`config.mk`:
```
export PLATFORM = sky130hd
export DESIGN_NAME = sync_header_payload_deframer
export DESIGN_NICKNAME = d
export VERILOG_FILES = /design/src/rtl/shpd_pkg.sv /design/src/rtl/shpd_core.sv /design/src/rtl/sync_header_payload_deframer.sv
export VERILOG_INCLUDE_DIRS = /design/src /design/src/rtl
export SDC_FILE = /design/constraint.sdc
export NUM_CORES = 1
export LEC_CHECK = 0
export BUFFER_PORTS_ARGS = -buffer_cell sky130_fd_sc_hd__clkbuf_2
export CAP_MARGIN = 5
export CELL_PAD_IN_SITES_DETAIL_PLACEMENT = 1
export CELL_PAD_IN_SITES_GLOBAL_PLACEMENT = 2
export CORE_ASPECT_RATIO = 0.75
export CORE_MARGIN = 2
export CORE_UTILIZATION = 38
export CTS_CLUSTER_SIZE = 28
export DETAILED_ROUTE_END_ITERATION = 7
export PLACE_DENSITY = 0.79
export SKIP_LAST_GASP = 1
export SYNTH_ARGS = -nofsm -noshare
export SYNTH_HDL_FRONTEND = slang
export SYNTH_SLANG_ARGS = --single-unit
```
`constraint.sdc`:
```
create_clock -name clk -period 3.2 [get_ports clk]
set_input_delay 0.16 -clock clk [delete_from_list [all_inputs] [get_ports clk]]
set_output_delay 0.16 -clock clk [all_outputs]
set_load 0.1 [all_outputs]
```
`src/rtl/sync_header_payload_deframer_assert.svh`:
```
// Assertion helpers for the deframer; clocked on clk, held off during reset.
`ifndef SYNC_HEADER_PAYLOAD_DEFRAMER_ASSERT_SVH
`define SYNC_HEADER_PAYLOAD_DEFRAMER_ASSERT_SVH

// Same-cycle implication
`define SHPD_ASSERT_IMP(label, ante, cons, msg) \
    label: assert property (@(posedge clk) disable iff (!rst_n) (ante) |-> (cons)) \
        else $error(msg);

// Next-cycle implication
`define SHPD_ASSERT_NEXT(label, ante, cons, msg) \
    label: assert property (@(posedge clk) disable iff (!rst_n) (ante) |=> (cons)) \
        else $error(msg);

`endif

```
`src/rtl/shpd_pkg.sv`:
```
`default_nettype none

package shpd_pkg;

    // Fixed field widths
    localparam int BYTE_W      = 8;
    localparam int ROLE_W      = 2;
    localparam int CFG_INDEX_W = 8;

    // Default frame layout
    localparam int HEADER_LEN_DEFAULT      = 8;
    localparam int LEN_BYTE_OFFSET_DEFAULT = 4;

    // Register reset values
    localparam logic [BYTE_W-1:0] SYNC_BYTE_RESET       = 8'd172;
    localparam logic [BYTE_W-1:0] MAX_PAYLOAD_LEN_RESET = 8'd128;

    // Register indexes
    localparam logic [CFG_INDEX_W-1:0] CFG_SYNC_BYTE       = 8'd0;
    localparam logic [CFG_INDEX_W-1:0] CFG_MAX_PAYLOAD_LEN = 8'd1;

    // Byte roles
    localparam logic [ROLE_W-1:0] ROLE_IGNORED = 2'd0;
    localparam logic [ROLE_W-1:0] ROLE_SYNC    = 2'd1;
    localparam logic [ROLE_W-1:0] ROLE_HEADER  = 2'd2;
    localparam logic [ROLE_W-1:0] ROLE_PAYLOAD = 2'd3;

    typedef struct packed {
        logic [ROLE_W-1:0] byte_role;
        logic [BYTE_W-1:0] byte_index;
        logic [BYTE_W-1:0] byte_value;
        logic              frame_done;
        logic              frame_dropped;
        logic [BYTE_W-1:0] payload_length;
    } result_t;

endpackage

`default_nettype wire

```
`src/rtl/shpd_core.sv`:
```
`default_nettype none

module shpd_core #(
    parameter int HEADER_LEN      = shpd_pkg::HEADER_LEN_DEFAULT,
    parameter int LEN_BYTE_OFFSET = shpd_pkg::LEN_BYTE_OFFSET_DEFAULT
) (
    input  wire logic                        clk,
    input  wire logic                        rst_n,
    input  wire logic                        step,
    input  wire logic [shpd_pkg::BYTE_W-1:0] data,
    input  wire logic [shpd_pkg::BYTE_W-1:0] sync_byte,
    input  wire logic [shpd_pkg::BYTE_W-1:0] max_payload_len,
    output shpd_pkg::result_t                result
);

    localparam logic [1:0] PH_HUNT    = 2'd0;
    localparam logic [1:0] PH_HEADER  = 2'd1;
    localparam logic [1:0] PH_PAYLOAD = 2'd2;

    localparam logic [shpd_pkg::BYTE_W-1:0] HDR_LAST_POS = shpd_pkg::BYTE_W'(HEADER_LEN);
    localparam logic [shpd_pkg::BYTE_W-1:0] LEN_POS      = shpd_pkg::BYTE_W'(LEN_BYTE_OFFSET);

    logic [1:0]                  phase_reg, phase_next;
    logic [shpd_pkg::BYTE_W-1:0] position_reg, position_next;
    logic [shpd_pkg::BYTE_W-1:0] length_reg, length_next;
    logic [shpd_pkg::BYTE_W-1:0] pos_inc;
    shpd_pkg::result_t           result_reg, result_next;

    assign pos_inc = position_reg + shpd_pkg::BYTE_W'(1);

    // Per-byte framing decision
    always_comb
    begin
        phase_next    = phase_reg;
        position_next = position_reg;
        length_next   = length_reg;

        result_next.byte_role     = shpd_pkg::ROLE_IGNORED;
        result_next.byte_index    = '0;
        result_next.byte_value    = data;
        result_next.frame_done    = 1'b0;
        result_next.frame_dropped = 1'b0;

        unique case (phase_reg)
            PH_HEADER:
            begin
                result_next.byte_role  = shpd_pkg::ROLE_HEADER;
                result_next.byte_index = position_reg;
                if (position_reg == LEN_POS)
                begin
                    length_next = data;
                end
                position_next = pos_inc;
                if (pos_inc >= HDR_LAST_POS)
                begin
                    position_next = '0;
                    if (length_next > max_payload_len)
                    begin
                        result_next.frame_dropped = 1'b1;
                        phase_next = PH_HUNT;
                    end
                    else if (length_next == '0)
                    begin
                        result_next.frame_done = 1'b1;
                        phase_next = PH_HUNT;
                    end
                    else
                    begin
                        phase_next = PH_PAYLOAD;
                    end
                end
            end
            PH_PAYLOAD:
            begin
                result_next.byte_role  = shpd_pkg::ROLE_PAYLOAD;
                result_next.byte_index = position_reg;
                position_next = pos_inc;
                if (pos_inc == length_reg)
                begin
                    result_next.frame_done = 1'b1;
                    phase_next    = PH_HUNT;
                    position_next = '0;
                end
            end
            default:
            begin
                // hunting, and the unused code behaves the same
                phase_next = PH_HUNT;
                if (data == sync_byte)
                begin
                    result_next.byte_role = shpd_pkg::ROLE_SYNC;
                    phase_next    = PH_HEADER;
                    position_next = '0;
                    length_next   = '0;
                end
            end
        endcase

        result_next.payload_length = length_next;
    end

    // Frame state
    always_ff @(posedge clk or negedge rst_n)
    begin
        if (!rst_n)
        begin
            phase_reg    <= PH_HUNT;
            position_reg <= '0;
            length_reg   <= '0;
        end
        else if (step)
        begin
            phase_reg    <= phase_next;
            position_reg <= position_next;
            length_reg   <= length_next;
        end
    end

    // Result register
    always_ff @(posedge clk)
    begin
        if (step)
        begin
            result_reg <= result_next;
        end
    end

    assign result = result_reg;

endmodule

`default_nettype wire

```
`src/rtl/sync_header_payload_deframer.sv`:
```
// A byte's result passes the input register, then the result register, before
// it is offered; a stall on the result channel holds the byte in the input
// register. Throughput: one byte per cycle while the result channel does not
// stall; the per-byte decision is a few compares and one increment between the
// two registers.
// Reset (rst_n, asynchronous, active low): hunting for sync, counters clear,
// sync_byte = 172 and max_payload_len = 128, both stages empty.
`default_nettype none

`include "sync_header_payload_deframer_assert.svh"

module sync_header_payload_deframer #(
    parameter int HEADER_LEN      = shpd_pkg::HEADER_LEN_DEFAULT,
    parameter int LEN_BYTE_OFFSET = shpd_pkg::LEN_BYTE_OFFSET_DEFAULT
) (
    input  wire logic                             clk,
    input  wire logic                             rst_n,
    // configuration write channel
    input  wire logic                             cfg_valid,
    output logic                                  cfg_ready,
    input  wire logic [shpd_pkg::CFG_INDEX_W-1:0] cfg_index,
    input  wire logic [shpd_pkg::BYTE_W-1:0]      cfg_data,
    // input byte channel
    input  wire logic                             in_valid,
    output logic                                  in_stall,
    input  wire logic [shpd_pkg::BYTE_W-1:0]      rx_byte,
    // result channel
    output logic                                  out_valid,
    input  wire logic                             out_stall,
    output logic [shpd_pkg::ROLE_W-1:0]           byte_role,
    output logic [shpd_pkg::BYTE_W-1:0]           byte_index,
    output logic [shpd_pkg::BYTE_W-1:0]           byte_value,
    output logic                                  frame_done,
    output logic                                  frame_dropped,
    output logic [shpd_pkg::BYTE_W-1:0]           payload_length
);

    logic [shpd_pkg::BYTE_W-1:0] sync_byte_reg;
    logic [shpd_pkg::BYTE_W-1:0] max_len_reg;
    logic                        in_valid_reg, in_valid_next;
    logic [shpd_pkg::BYTE_W-1:0] in_byte_reg;
    logic                        out_valid_reg, out_valid_next;
    logic                        in_xfer;
    logic                        advance;
    shpd_pkg::result_t           result;

    // Configuration registers; always ready
    assign cfg_ready = 1'b1;

    always_ff @(posedge clk or negedge rst_n)
    begin
        if (!rst_n)
        begin
            sync_byte_reg <= shpd_pkg::SYNC_BYTE_RESET;
            max_len_reg   <= shpd_pkg::MAX_PAYLOAD_LEN_RESET;
        end
        else if (cfg_valid && cfg_ready)
        begin
            unique case (cfg_index)
                shpd_pkg::CFG_SYNC_BYTE:       sync_byte_reg <= cfg_data;
                shpd_pkg::CFG_MAX_PAYLOAD_LEN: max_len_reg   <= cfg_data;
                default:                       ;
            endcase
        end
    end

    // Two-stage handshake: input stage moves on when the result stage frees up
    assign advance  = in_valid_reg && (!out_valid_reg || !out_stall);
    assign in_stall = in_valid_reg && !advance;
    assign in_xfer  = in_valid && !in_stall;

    always_comb
    begin
        in_valid_next = in_valid_reg;
        if (in_xfer)
        begin
            in_valid_next = 1'b1;
        end
        else if (advance)
        begin
            in_valid_next = 1'b0;
        end

        out_valid_next = out_valid_reg;
        if (advance)
        begin
            out_valid_next = 1'b1;
        end
        else if (!out_stall)
        begin
            out_valid_next = 1'b0;
        end
    end

    always_ff @(posedge clk or negedge rst_n)
    begin
        if (!rst_n)
        begin
            in_valid_reg  <= 1'b0;
            out_valid_reg <= 1'b0;
        end
        else
        begin
            in_valid_reg  <= in_valid_next;
            out_valid_reg <= out_valid_next;
        end
    end

    // Input byte register
    always_ff @(posedge clk)
    begin
        if (in_xfer)
        begin
            in_byte_reg <= rx_byte;
        end
    end

    shpd_core #(
        .HEADER_LEN      (HEADER_LEN),
        .LEN_BYTE_OFFSET (LEN_BYTE_OFFSET)
    ) u_core (
        .clk             (clk),
        .rst_n           (rst_n),
        .step            (advance),
        .data            (in_byte_reg),
        .sync_byte       (sync_byte_reg),
        .max_payload_len (max_len_reg),
        .result          (result)
    );

    assign out_valid      = out_valid_reg;
    assign byte_role      = result.byte_role;
    assign byte_index     = result.byte_index;
    assign byte_value     = result.byte_value;
    assign frame_done     = result.frame_done;
    assign frame_dropped  = result.frame_dropped;
    assign payload_length = result.payload_length;

    // Checks
    `SHPD_ASSERT_IMP(a_done_xor_drop, out_valid_reg, !(frame_done && frame_dropped),
        "frame both completed and dropped")
    `SHPD_ASSERT_IMP(a_payload_index, out_valid_reg && byte_role == shpd_pkg::ROLE_PAYLOAD,
        byte_index < payload_length, "payload index beyond captured length")
    `SHPD_ASSERT_IMP(a_drop_at_hdr_end, out_valid_reg && frame_dropped,
        byte_role == shpd_pkg::ROLE_HEADER
        && byte_index == shpd_pkg::BYTE_W'(HEADER_LEN - 1),
        "drop flagged away from the last header byte")
    `SHPD_ASSERT_NEXT(a_input_held, in_valid_reg && !advance, in_valid_reg,
        "input stage lost a byte while stalled")
    `SHPD_ASSERT_IMP(a_stall_only_full, in_stall, in_valid_reg,
        "input stalled with an empty input stage")

endmodule

`default_nettype wire

```
==> impl_results.md <==
* Clk buf depth at 2
* CP Cell Sequence: inv_1 > ha_1 > nand4_1 > buf_4 > mux2_2 > ha_1 > a21o_1 > a21oi_1 > nor2b_1 > o22ai_1 > o31a_1 > nor4b_1 > mux2_2
* Worst path depth at 13
* Die Ht at 87.91 um
* Reg2reg end: u_core.phase_reg[1]$_DFFE_PN0P_
* Vias in the first global route at 2,600
* Power per cell area at 523.5 mW/mm^2
* Routed met2 length at 4050 um
* Clock slew at reported path FFs at 0.06 ns
* Post-layout min period at 2.924 ns
* Commonest non-fill, non-tap cells in the layout: clkbuf_2 (58), edfxtp_1 (36), dfrtp_1 (30), mux2_2 (25), inv_1 (18)
* Routed vias/inst at 5.323
* Unique cell type count in the Yosys netlist at 51
* Critical path's top delay family: compound AO/OA/AOI/OAI gates
* Reg2reg start: u_core.position_reg[1]$_DFFE_PN0P_
* GRT Total Usage at 19.32%
* Final #Nets at 400
* Largest net degree at the start of global routing at 37
* Sequential-to-total area share from yosys stat at 55.73%
* Maxcap violations at 0
* Slew HR at 36.51%
* Setup TNS at 0 ns
* Final GP Congestion at 0.8610
* CP Class: flop to flop
* # IOs at 60
* Max reg flops at 28
* Vias at 2,619
* Post-synthesis instance area at 0.003567 sq mm
* DRC at 0
* Clock skew at 0.005741 ns
* Dpl hpwl at 6705 um
* WP data arrival at 3.20 ns
* M1 wire length at 4439 um
* Synth Warn # at 0
* P_leak at 1.830 nW
* Clock latency on the worst-skew pair at 0.34 ns
* Full die area at 0.01019 sq mm
* Syn avg cell area at 12.60 sq um
* Post-CTS Repair Setup Buffers at 0
* Area of the core at 0.009084 sq mm
* Global-route wire length before repair at 14,360 um
* Post-Layout Cell Count at 492
* CTS tree: yes
* WP data required at 3.48 ns
* Synth Flop Type: edfxtp_1
* Post-synth ARST share at 50.00%
* Worst path max stage delay at 0.45 ns
* Share of cells above drive strength 1 at 33.24%
* Fmax at 342.0 MHz
* Per-cell routed wire length at 18.48 um
* R2r worst-path depth at 13
* Antenna diode count at 0
* Crit path launch: u_core.position_reg[1]$_DFFE_PN0P_
* Min-delay worst type: primary input to flop
* Total Routed Length at 9094 um
* Final-report hold violation count at 0
* Crit path to: u_core.phase_reg[1]$_DFFE_PN0P_
* Iter 0 DRT Violations at 156
* Final setup fails at 0
* Die Width at 115.9 um
* Sink Count at 72
* Register bit total from synthesis at 72
* Setup crit end kind: flop
* Clock root cell: clkbuf_16
* Period Utilization, post-route at 91.36%
* Area growth from synthesis to layout at 22.27%
* Initial core utilization at 39.27%
* Syn Inst Count at 283
* Std-Cell Rows at 30
* Met3 WL post-DR at 503 um
* Largest fanout on the critical path at 13
* Initial antenna violation count at 0
* EDFF count, synth at 36
* Num CTS Buffers at 9
* Worst-Margin Slew at 0.9523 ns
* RSZ-0062 raised after global routing: false
* H-tree depth at 3
* Max layer used: met4
* Grt total ovfl at 0
* Outcome: finished, final reports clean
* Placed insts at 469
* Final antenna-violating net count at 0
* Commonest non-fill, non-tap cell in the layout: clkbuf_2
* Slowest-stage cell, CP: dfrtp_1
* Final slew viol count at 0
* CP bufs+invs at 2
* IO buf count at 58
* Post-synth net total at 324
* Maximum vdd drop at 0.2579 mV
* Reg2Reg Setup Slack at 0.28 ns
* 1st-pass router iterations at 4
* CP Launch Type: flop
==> cell families (layout without fill, tap and decap cells) <==
logic type | Yosys count | after routing | share of synthesized area, %
adders and majority gates | 12 | 12 | 4.209
AOI/OAI and AO/OA | 45 | 45 | 9.611
muxes | 27 | 27 | 8.453
xor gates and xnor gates | 22 | 22 | 5.787
other | 1 | 1 | 0.1051
DFF | 72 | 72 | 55.73
and+or+nand+nor | 78 | 78 | 12.52
buffers and inverters | 26 | 107 | 3.577
==> worst register-to-register path: stages (launching register included) <==
cell and delay (ns):
dfrtp_1 0.45, inv_1 0.09, ha_1 0.19, nand4_1 0.07, buf_4 0.21, mux2_2 0.36
ha_1 0.29, a21o_1 0.17, a21oi_1 0.16, nor2b_1 0.07, o22ai_1 0.14, o31a_1 0.20
nor4b_1 0.26, mux2_2 0.22
==> final cells by class <==
class	count	area (sq um)
sequential	72	1989
timing repair buffer	73	420.4
tap	128	160.2
multi-input combinational	185	1451
fill	998	4722
clock inverter	6	43.79
clock buffer	10	229.0
inverter	18	67.56
==> per-layer routing <==
metal / track usage, % / vias to the layer above
met5: 0 / -
met4: 6.494 / 0
met3: 4.983 / 7
met2: 27.86 / 91
met1: 28.36 / 1321
li1: - / 1200
==> where the power goes <==
part	internal (mW)	total [mW]	leakage [nW]	switching [mW]
Clock	0.525	0.915	0.121	0.390
Sequential	1.02	1.05	0.830	0.0300
Combinational	0.0635	0.315	0.879	0.251
==> how the worst min path moves through the flow <==
stage | startpoint | to | slack, ns | cells after the start
detailed placement | rx_byte[0] | in_byte_reg[0]$_DFFE_PP_ | 0.34 | 1
global placement | rx_byte[7] | in_byte_reg[7]$_DFFE_PP_ | 0.34 | 1
CTS | rx_byte[5] | in_byte_reg[5]$_DFFE_PP_ | 0.0008 | 1
global route | rx_byte[2] | in_byte_reg[2]$_DFFE_PP_ | 0.003 | 1
finish | rx_byte[5] | in_byte_reg[5]$_DFFE_PP_ | 0.008 | 1
floorplan | rst_n | in_valid_reg$_DFFE_PN0P_ | -0.14 | 0
==> through the flow <==
step | worst slack, ns | hold slack, ns | utilization [%] | instance area, sq um | total power, mW
floorplan | 0.4574 | -0.1356 | - | 3567 | 1.304
global placement | 0.4305 | 0.3392 | 44.23 | 4018 | 1.375
detailed placement | 0.2084 | 0.3401 | 44.23 | 4018 | 1.382
CTS | 0.1951 | 0.0007966 | 48.00 | 4360 | 2.304
global route | 0.03498 | 0.002813 | 48.02 | 4362 | 2.364
finish | 0.2764 | 0.008444 | 48.02 | 4362 | 2.283
==> repair_timing <==
action / 4_1_cts / 5_1_grt
hold endpoints to repair: 20 / 0
setup endpoints to repair: 0 / 1
hold buffers: 7 / 0
gates resized for setup: 0 / 1
==> synth_stat cells, drive strengths merged, types with 2 or more instances <==
cell type / number / share of area (%)
edfxtp: 36 / 30
dfrtp: 31 / 22
mux2: 25 / 7.9
inv: 18 / 1.9
a22o: 17 / 4.2
xnor2: 17 / 4.2
nand2: 16 / 1.7
nor2: 14 / 1.5
ha: 12 / 4.2
o21ai: 12 / 1.8
nor2b: 9 / 1.8
nand4: 8 / 1.6
nor4: 8 / 1.6
nand3: 7 / 1.3
buf: 6 / 1.2
dfstp: 5 / 3.7
nand2b: 4 / 0.70
xor2: 4 / 0.98
a21oi: 3 / 0.42
nor3: 3 / 0.42
o32ai: 3 / 0.74
a21o: 2 / 0.42
and2: 2 / 0.35
and4: 2 / 0.53
clkbuf: 2 / 0.49
mux2i: 2 / 0.56
nor4b: 2 / 0.49
o22ai: 2 / 0.35
o31a: 2 / 0.74
or3: 2 / 0.35
Note: power is estimated with default switching activity, not from simulation.
